## src/design/bez_lerp.sv

```systemverilog
// One interpolation lane: res = a + floor((b - a) * u / 2^FRAC_WIDTH).
// Three register stages (difference, product, sum); depends on nothing else.
module bez_lerp #(
    parameter int COORD_WIDTH = 32,
    parameter int FRAC_WIDTH  = 16
) (
    input  logic                          clk,
    input  logic                          en,
    input  logic signed [COORD_WIDTH-1:0] a,
    input  logic signed [COORD_WIDTH-1:0] b,
    input  logic        [FRAC_WIDTH:0]    u,
    output logic signed [COORD_WIDTH-1:0] res
);
    localparam int D_W = COORD_WIDTH + 1;
    localparam int U_W = FRAC_WIDTH + 2;
    localparam int P_W = D_W + U_W;

    logic signed [D_W-1:0]         diff_reg;
    logic signed [COORD_WIDTH-1:0] a1_reg;
    logic signed [U_W-1:0]         u1_reg;
    logic signed [P_W-1:0]         prod_reg;
    logic signed [COORD_WIDTH-1:0] a2_reg;
    logic signed [COORD_WIDTH-1:0] res_reg;

    logic signed [D_W-1:0]         diff_next;
    logic signed [P_W-1:0]         prod_next;
    logic signed [COORD_WIDTH-1:0] res_next;

    assign diff_next = D_W'(b) - D_W'(a);
    assign prod_next = P_W'(diff_reg) * P_W'(u1_reg);
    // floor shift of the product; the sum lands back in range while u is at most 1.0
    assign res_next  = a2_reg + signed'(prod_reg[FRAC_WIDTH +: COORD_WIDTH]);

    always_ff @(posedge clk)
    begin
        if (en)
        begin
            diff_reg <= diff_next;
            a1_reg   <= a;
            u1_reg   <= signed'({1'b0, u});
            prod_reg <= prod_next;
            a2_reg   <= a1_reg;
            res_reg  <= res_next;
        end
    end

    assign res = res_reg;

endmodule

```

## config.mk

```make
export PLATFORM = sky130hd
export DESIGN_NAME = bez_lerp
export DESIGN_NICKNAME = d
export VERILOG_FILES = /design/src/design/bez_lerp.sv
export SDC_FILE = /design/constraint.sdc
export NUM_CORES = 2
export LEC_CHECK = 0
export BUFFER_PORTS_ARGS = -buffer_cell sky130_fd_sc_hd__buf_2
export CORE_MARGIN = 2
export CORE_UTILIZATION = 55
export CTS_CLUSTER_DIAMETER = 30
export DETAILED_ROUTE_END_ITERATION = 12
export PLACE_DENSITY = 0.72
export SYNTH_ARGS = -nofsm -noshare
export SYNTH_HDL_FRONTEND = slang
export SYNTH_SLANG_ARGS = --single-unit
```

## constraint.sdc

```tcl
create_clock -name clk -period 14.8 [get_ports clk]
set_clock_uncertainty 0.1 [all_clocks]
set_input_delay 2.96 -clock clk [delete_from_list [all_inputs] [get_ports clk]]
set_output_delay 2.96 -clock clk [all_outputs]
set_load 0.02 [all_outputs]
```

==> results.toml <==
[status]
status = "completed"

[placed_design]
io_buffers = 114
dpl.hpwl_um = 48700
place.gp.congestion = 0.885

[yosys]
syn_avg_cell_area_um2 = 10.0
syn_area_um2 = 26800
synthTopCellsByArea = "fa_1 (39%), edfxtp_1 (20%), inv_1 (9.1%)"
synth_cell_type_count = 63
synth-compound-area-share = 0.0590
async_flop_share = 0
synth_mux_area_frac = 0
synthAdderAreaFrac = 0.466
syn_nets = 3449
yosysTopAreaCell = "fa_1"
synth_xor_area_frac = 0.0297
synth_top_family_by_area = "adder cells"
yosys_most_used_dff = "edfxtp_1"
synthSimpleGateAreaFrac = 0.143
yosys_register_bits = 178
yosysTopAreaCellShare = 0.385
synth_cells = 2677
synth.yosys.seq_area_share = 0.199
synth_edf_count = 178
ys_warn_count = 0

[timing]
tightestPinTransition_ps = 1390
slew_headroom = 0.0720
min_period_ps = 7250
grt_setup_unrepaired = "false"
hold_viol_final = 0
setup_tns_ps = 0
max_freq_ghz = 0.138
hold_slack_ps = 322
fin_crit_sh = 0.490
finalMaxSlewViolations = 0
finalSetupViolations = 0

[die]
row_count = 80
die_h_um = 225
ios = 115
design.core.area_um2 = 47900
die_area_um2 = 50500
initial_core_util = 0.559
die_w_um = 225

[cts]
tritoncts = "done"
clockRootBuffer = "clkbuf_16"
clk_latency_ps = 500
postCtsSetupBuffers = 0
cts_hold_buf = 0
clk_pin_slew_worst_paths_ps = 80
htreeDepth = 4
cts.path.max_buffers = 2
cts_sinks = 178
postCtsResizedCells = 0
numCtsBuffers = 17

[setup_path]
path_cells = "and2_1 -> fa_1 -> inv_1 -> fa_1 -> fa_1 -> inv_1 -> fa_1 -> fa_1 -> inv_1 -> fa_1 -> inv_1 -> ha_1 -> nand4_1 -> or4b_4 -> and3_4 -> o31ai_4 -> a31o_4 -> o21a_2 -> o21a_1 -> nor2_1 -> xnor2_2"
critPathMostFrequentCell = "fa_1"
required_ps = 14950
cpLargestDelayFamily = "adder cells"
r2r_slack_ps = 7550
crit_path_max_incr_delay_ps = 1060
crit_fanout = 33
cp-end-kind = "flop"
worstPathArrival_ps = 7400
crit_slowest_cell = "edfxtp_1"
crit_type = "flop to flop"
path_buf_inv = 4
start_kind = "flop"

[route]
vias_per_cell = 5.41
vias = 18200
first_pass_iters = 7
dr.first_iter.drc_count = 1272
drc = 0
ant_nets = 0
drt-total-wl_um = 62500
avgRoutedWirePerCell_um = 18.6

[grt]
grt_pass1_wl_um = 104000
grt_util_all_layers = 0.267
antenna_found_initial = 0
grt_pass1_vias = 20300
grt_max_degree = 107
grt_overflow = 0

[finish]
area_growth_pct = 6.40
final_nets = 3513
largest_reg_flops = 33
postLayoutCoreUtil = 0.595
drive_gt1_frac = 0.0697
antennaDiodeCount = 0

[hold_path]
min_path_type = "flop to flop"

[job]
drv_cap = 0
## cells by family (layout without fill, tap and decap cells)
group,after synthesis,after routing
flops,178,178
xor+xnor,90,90
buf+inv,735,812
simple gates,760,760
fa+ha+maj,689,689
compound gates,225,225
## metal layers
metal / share of wire / GRT usage / wire length (um) / vias up
met5: 0 / 0 / 0 / -
met4: 0.031 / 0.102 / 1960 / 0
met3: 0.062 / 0.0487 / 3890 / 124
met2: 0.50 / 0.456 / 31300 / 569
met1: 0.41 / 0.341 / 25400 / 9350
li1: - / - / - / 8185
## stage by stage
step | cells | setup WS, ps | area, um2
6_report | 3369 | 7550 | 28500
5_1_grt | 3369 | 7160 | 28500
4_1_cts | 3369 | 7540 | 28500
3_5_place_dp | 3337 | 7570 | 28000
3_3_place_gp | 3337 | 7730 | 28000
2_1_floorplan | 2677 | 8460 | 26800
## layout by cell type (no fill, tap or decap), types with 13 or more instances in the layout
master	netlist	layout
xor2_1	21	21
xnor2_1	68	68
buf_2	0	113
o21a_1	17	17
nor2b_1	15	15
nand2b_1	13	13
o21ai_0	30	30
nand2_1	297	297
and2_1	301	301
clkbuf_16	0	17
ha_1	173	173
and3_1	13	13
fa_1	516	516
nor2_1	71	71
a21oi_1	61	61
edfxtp_1	178	178
a21o_1	43	43
inv_1	651	651
buf_4	0	15
## cell usage after synthesis, types with 13 or more instances
cell	n
inv_1	651
fa_1	516
and2_1	301
nand2_1	297
edfxtp_1	178
ha_1	173
clkbuf_1	84
nor2_1	71
xnor2_1	68
a21oi_1	61
a21o_1	43
o21ai_0	30
xor2_1	21
o21a_1	17
nor2b_1	15
and3_1	13
nand2b_1	13
## final cells by class
cell class / instances / area [um2]
clock buffer: 17 / 425
clock inverter: 15 / 145
fill: 3970 / 19400
inverter: 651 / 2440
multi-input combinational: 1764 / 18700
sequential: 178 / 5350
tap: 615 / 769
timing repair buffer: 129 / 692
## final timing paths
path	from	to	cells past startpoint
hold reg to reg	a1_reg[27]$_DFFE_PP_	a2_reg[27]$_DFFE_PP_	0
hold / removal	a1_reg[27]$_DFFE_PP_	a2_reg[27]$_DFFE_PP_	0
setup reg to reg	u1_reg[7]$_DFFE_PP_	prod_reg[42]$_DFFE_PP_	21
setup / recovery	u1_reg[7]$_DFFE_PP_	prod_reg[42]$_DFFE_PP_	21
Power is not shown: default switching activity piles up to over one toggle a cycle in this logic, so the estimate is an artifact.
