<file path="config.mk">
export PLATFORM = sky130hd
export DESIGN_NAME = bez_delay
export DESIGN_NICKNAME = d
export VERILOG_FILES = /design/src/design/bez_delay.sv
export SDC_FILE = /design/constraint.sdc
export NUM_CORES = 1
export LEC_CHECK = 0
export BUFFER_PORTS_ARGS = -buffer_cell sky130_fd_sc_hd__clkbuf_2
export CAP_MARGIN = 20
export CORE_MARGIN = 2
export CORE_UTILIZATION = 45
export DETAILED_ROUTE_END_ITERATION = 16
export GPL_ROUTABILITY_DRIVEN = 1
export PLACE_DENSITY = 0.7
export SLEW_MARGIN = 20
export SYNTH_ARGS = -nofsm -noshare
export SYNTH_HDL_FRONTEND = slang
export SYNTH_SLANG_ARGS = --single-unit
</file>
<file path="constraint.sdc">
create_clock -name clk -period 0.8 [get_ports clk]
set_input_delay 0.04 -clock clk [delete_from_list [all_inputs] [get_ports clk]]
set_output_delay 0.04 -clock clk [all_outputs]
set_load 0.02 [all_outputs]
</file>
<file path="src/design/bez_delay.sv">
// Enabled shift line that carries side values alongside the interpolation lanes.
// Generic width and depth; depends on nothing else.
module bez_delay #(
    parameter int WIDTH = 32,
    parameter int DEPTH = 3
) (
    input  logic             clk,
    input  logic             en,
    input  logic [WIDTH-1:0] din,
    output logic [WIDTH-1:0] dout
);
    logic [WIDTH-1:0] tap_reg [DEPTH];

    always_ff @(posedge clk)
    begin
        if (en)
        begin
            tap_reg[0] <= din;
            for (int i = 1; i < DEPTH; i++)
            begin
                tap_reg[i] <= tap_reg[i-1];
            end
        end
    end

    assign dout = tap_reg[DEPTH-1];

endmodule

</file>
==> flow_summary.json, run 1 <==
{
  "core_um2": 6760,
  "maxSlewHeadroom": 0.867,
  "first_global_vias": 1257,
  "fp.dieW_um": 87.3,
  "power_density_nw_per_um2": 2380,
  "vias": 1241,
  "portBuffers": 65,
  "avgViaCountPerCell": 4.25,
  "multi_input_area_um2": 0,
  "cts.path.max_buffers": 2,
  "drt_iter0_drc": 80,
  "max_freq_ghz": 1.08,
  "seqPwrFrac": 0.637,
  "slew_violations": 0,
  "synthTopCellsByArea": "edfxtp_1 (92%), buf_4 (7.7%)",
  "synth_compound_area_frac": 0,
  "tritoncts": "yes",
  "grtUsageTotal": 0.108,
  "yosysTopAreaCell": "edfxtp_1",
  "p_comb_frac": 0.064,
  "num-multi-input-gates": 0,
  "areaGrowthSynthToFinish_pct": 27.5,
  "start_kind": "flop",
  "failed_checks": "negative setup slack",
  "rsz0062_at_grt": "true",
  "placed_cells": 244,
  "grt_max_degree": 38,
  "antenna_left": 0,
  "first_pass_iters": 4,
  "swShare": 0.192,
  "ys_ff_latch": 96,
  "cp_data_arrival_time_ps": 890,
  "synth_top_area_frac": 0.923,
  "netlist_area_um2": 3120,
  "root_buffer": "clkbuf_8",
  "finalSetupTns_ps": -3140,
  "gp_congestion": 0.569,
  "irDropWorstVdd_mv": 0.952,
  "nFillCells": 497,
  "grt_pass1_wl_um": 5850,
  "p_clk_frac": 0.299,
  "seq_area_frac_synth": 0.923,
  "p_int_mw": 7.65,
  "crit_buf_inv": 1,
  "critPathKind": "flop to output port",
  "endpoint_kind": "output port",
  "routed_wl_um": 3870,
  "post_drt_wl_per_cell_um": 13.3,
  "worst_slew_pin_slew_ps": 199,
  "crit_family": "flip-flops",
  "postCtsSetupBuffers": 0,
  "die_h_um": 87.3,
  "most-common-layout-cells": "edfxtp_1 (96), clkbuf_2 (33), dlygate4sd3_1 (32)",
  "layout.nets": 241,
  "instances_no_fill": 292,
  "switchingPower_mw": 1.81,
  "critPathSlowestCell": "edfxtp_1",
  "grt_overflow": 0,
  "drive_gt1_frac": 0.373,
  "hold_slack_ps": 162,
  "die-area_um2": 7620,
  "yosysWarnings": 0,
  "synth_top_family_by_area": "buffers and inverters",
  "p_total_mw": 9.46,
  "syn_area_per_cell_um2": 24.4,
  "largest_reg_flops": 96,
  "synthMuxAreaShare": 0,
  "cap_violations": 0,
  "layout_min_cycle_time_ps": 930,
  "status": "complete, but fails checks",
  "remaining_drc_errors": 0,
  "synth_cell_types": 2,
  "io-pin-count": 66,
  "crit_path_cell_trace": "buf_6",
  "synth_xor_area_frac": 0,
  "start_util": 0.462,
  "antenna_found_initial": 0,
  "synth-simple-area-share": 0,
  "worst_slack_ps": -130,
  "clock_latency_ps": 330,
  "final_common_cell": "edfxtp_1",
  "hold_viol": 0,
  "num_rows": 30,
  "cts.sink_count": 96,
  "slowest_delay_ps": 410,
  "cts_made_buffers": 9,
  "place_ws_ps": 66.8,
  "syn-num-nets": 162,
  "r2r_setup_slack_ps": 160,
  "synthAdderAreaFrac": 0,
  "fin_crit_sh": 1.16,
  "hp-class": "input port to flop",
  "setup_violations": 32,
  "clk_pin_slew_ps": 80,
  "skew_ps": 4.89,
  "htreeDepth": 3,
  "synthCells": 128,
  "power_leakage_nw": 1.49,
  "worstPathRequired_ps": 760,
  "antenna_cells": 0,
  "crit_fanout": 1
}
==> per-layer routing <==
| layer | up-vias | GRT usage | routed length, um |
|---|---|---|---|
| li1 | 609 | - | - |
| met1 | 598 | 0.128 | 1560 |
| met2 | 32 | 0.172 | 2140 |
| met3 | 2 | 0.0445 | 146 |
| met4 | 0 | 0.0503 | 24 |
| met5 | - | 0 | 0 |
==> power by group through the flow <==
| stage | logic (mW) | registers, mW | clock network [mW] |
|---|---|---|---|
| after global placement | 0.421 | 6.11 | 0 |
| after floorplan | 0.260 | 6.11 | 0 |
| after global routing | 0.655 | 6.05 | 3.16 |
| after detailed placement | 0.431 | 6.13 | 0 |
| final | 0.610 | 6.02 | 2.83 |
| after CTS | 0.556 | 6.02 | 2.94 |
==> synth_stat cells <==
| master | count |
|---|---|
| edfxtp_1 | 96 |
| buf_4 | 32 |
==> cell type report <==
cell class	instances	area, um^2	area share
Clock inverter	6	50.0	0.0126
Sequential cell	96	2880	0.724
Tap cell	80	100	0.0251
Timing Repair Buffer	100	821	0.206
Clock buffer	10	128	0.0321
==> path summary, 6_finish.rpt <==
check                       from        endpoint  cells past startpoint
setup / recovery  tap_reg[0][94]        dout[30]                      1
hold / removal                en  tap_reg[0][12]                      2
setup reg to reg  tap_reg[0][19]  tap_reg[0][51]                      0
hold reg to reg   tap_reg[0][32]  tap_reg[0][64]                      0
==> through the flow <==
stage | area, um^2 | util
final | 3980 | 0.589
after global routing | 3980 | 0.589
after CTS | 3870 | 0.573
after detailed placement | 3370 | 0.499
after global placement | 3370 | 0.499
after floorplan | 3120 | -
==> what timing repair did <==
action	CTS	global route
hold buffers	32	0
cloned	0	0
endpoints found under the setup margin	32	32
resized for setup	0	67
endpoints found under the hold margin	32	0
==> logic make-up after synthesis <==
family / after synthesis
buffers and inverters: 32
flip-flops: 96
Power figures use the tool's default switching activity.
==> run 2: changes to the inputs <==
--- a/config.mk
+++ b/config.mk
@@ -12,7 +12,7 @@
 export DETAILED_ROUTE_END_ITERATION = 16
 export GPL_ROUTABILITY_DRIVEN = 1
 export PLACE_DENSITY = 0.7
-export SLEW_MARGIN = 20
+export RECOVER_POWER = 25
 export SYNTH_ARGS = -nofsm -noshare
 export SYNTH_HDL_FRONTEND = slang
 export SYNTH_SLANG_ARGS = --single-unit
==> run 2 against run 1 <==
Against the previous run:
- the flow still finishes with violations (negative setup slack)
- via count is 0.16% higher
- core utilization fell by 0.46 points
- maximum frequency hardly changed
- hold slack gained 46 ps
- combinational power decreased by 3.4%
- flip-flop and latch count unchanged
- worst setup slack barely moved
- critical path depth unchanged
- clock-buffer cell count stayed put
- sequential power about the same
- sequential share of layout area up 0.57 points
- largest power group unchanged
==> flow_summary.json, run 2 (synthesis gave the netlist of run 1 again) <==
{
  "nFillCells": 502,
  "crit_family": "flip-flops",
  "gp_congestion": 0.569,
  "htreeDepth": 3,
  "rsz0062_at_grt": "true",
  "remaining_drc_errors": 0,
  "antenna_left": 0,
  "start_util": 0.462,
  "layout.nets": 241,
  "failed_checks": "negative setup slack",
  "antenna_found_initial": 0,
  "largest_reg_flops": 96,
  "critPathLaunch": "tap_reg[0][94]",
  "critPathSlowestCell": "edfxtp_1",
  "status": "complete, but fails checks",
  "setup_violations": 32,
  "cts_made_buffers": 9,
  "tritoncts": "yes",
  "antenna_cells": 0,
  "routed_wl_um": 3850,
  "seqPwrFrac": 0.638,
  "p_clk_frac": 0.299,
  "final_common_cell": "edfxtp_1",
  "worst_slew_pin_slew_ps": 567,
  "hp-class": "input port to flop",
  "portBuffers": 65,
  "root_buffer": "clkbuf_8",
  "switchingPower_mw": 1.81,
  "cap_violations": 0,
  "grt_max_degree": 38,
  "post_drt_wl_per_cell_um": 13.2,
  "hold_slack_ps": 208,
  "finalSetupTns_ps": -3140,
  "slowest_delay_ps": 410,
  "placed_cells": 244,
  "swShare": 0.192,
  "fin_crit_sh": 1.16,
  "worstPathRequired_ps": 760,
  "critPathKind": "flop to output port",
  "reg2reg_from": "tap_reg[0][19]",
  "p_int_mw": 7.63,
  "slew_violations": 0,
  "start_kind": "flop",
  "fp.dieW_um": 87.3,
  "crit_buf_inv": 1,
  "cp_num_cells": 1,
  "skew_ps": 4.77,
  "clock_latency_ps": 330,
  "max_freq_ghz": 1.08,
  "crit_end": "dout[30]",
  "cts.path.max_buffers": 2,
  "areaGrowthSynthToFinish_pct": 26.5,
  "first_pass_iters": 4,
  "grtUsageTotal": 0.108,
  "avgViaCountPerCell": 4.26,
  "irDropWorstVdd_mv": 0.953,
  "io-pin-count": 66,
  "crit_path_cell_trace": "buf_6",
  "grt_pass1_wl_um": 5850,
  "most-common-layout-cells": "edfxtp_1 (96), clkbuf_2 (34), dlygate4sd3_1 (32)",
  "multi_input_area_um2": 0,
  "p_comb_frac": 0.062,
  "r2r_end": "tap_reg[0][51]",
  "maxSlewHeadroom": 0.622,
  "layout_min_cycle_time_ps": 930,
  "postCtsSetupBuffers": 0,
  "core_um2": 6760,
  "num_rows": 30,
  "worst_slack_ps": -130,
  "reg2regPathDepth": 0,
  "first_global_vias": 1257,
  "grt_overflow": 0,
  "hold_path_depth": 2,
  "cts.sink_count": 96,
  "endpoint_kind": "output port",
  "power_leakage_nw": 1.48,
  "hold_viol": 0,
  "cp_data_arrival_time_ps": 890,
  "instances_no_fill": 292,
  "power_density_nw_per_um2": 2390,
  "clk_pin_slew_ps": 80,
  "die-area_um2": 7620,
  "die_h_um": 87.3,
  "crit_fanout": 1,
  "drt_iter0_drc": 79,
  "vias": 1243,
  "r2r_setup_slack_ps": 160,
  "num-multi-input-gates": 0,
  "drive_gt1_frac": 0.368
}
[run 2: cell type report]
| class | instances | area, um^2 | area share |
|---|---|---|---|
| Tap cell | 80 | 100 | 0.0253 |
| Timing Repair Buffer | 100 | 790 | 0.200 |
| Clock inverter | 6 | 50.0 | 0.0127 |
| Clock buffer | 10 | 128 | 0.0323 |
| Sequential cell | 96 | 2880 | 0.730 |
[run 2: worst min-delay path by stage]
stage          slack, ps    start             end
6_report             210       en  tap_reg[0][17]
5_1_grt              220       en  tap_reg[0][17]
4_1_cts              150       en  tap_reg[0][70]
3_5_place_dp         220  din[20]  tap_reg[0][20]
3_3_place_gp         220   din[4]   tap_reg[0][4]
2_1_floorplan        140   din[0]   tap_reg[0][0]
[run 2: what timing repair did]
action | CTS | global route
setup endpoints to repair | 32 | 32
endpoints found under the hold margin | 32 | 0
hold buffers | 32 | 0
resized for setup | 0 | 67
pin swaps | 0 | 0
[run 2: layer usage]
layer,global-route usage,share of wire,vias up
li1,-,-,609
met1,0.128,0.39,602
met2,0.172,0.56,30
met3,0.0445,0.037,2
met4,0.0503,0.0062,0
met5,0,0,-
[run 2: power groups by stage]
stage | combinational [mW] | sequential (mW) | clock, mW
6_report | 0.589 | 6.02 | 2.83
5_1_grt | 0.633 | 6.06 | 3.16
4_1_cts | 0.556 | 6.02 | 2.94
3_5_place_dp | 0.431 | 6.13 | 0
3_3_place_gp | 0.421 | 6.11 | 0
2_1_floorplan | 0.260 | 6.11 | 0
[run 2: metrics by stage]
stage | power [mW] | setup WS (ps) | utilization | instance area [um^2]
global placement | 6.53 | 81.5 | 0.499 | 3370
detailed placement | 6.56 | 66.8 | 0.499 | 3370
finish | 9.44 | -130 | 0.585 | 3950
CTS | 9.51 | -174 | 0.573 | 3870
global route | 9.85 | -189 | 0.585 | 3950
floorplan | 6.37 | 211 | - | 3120
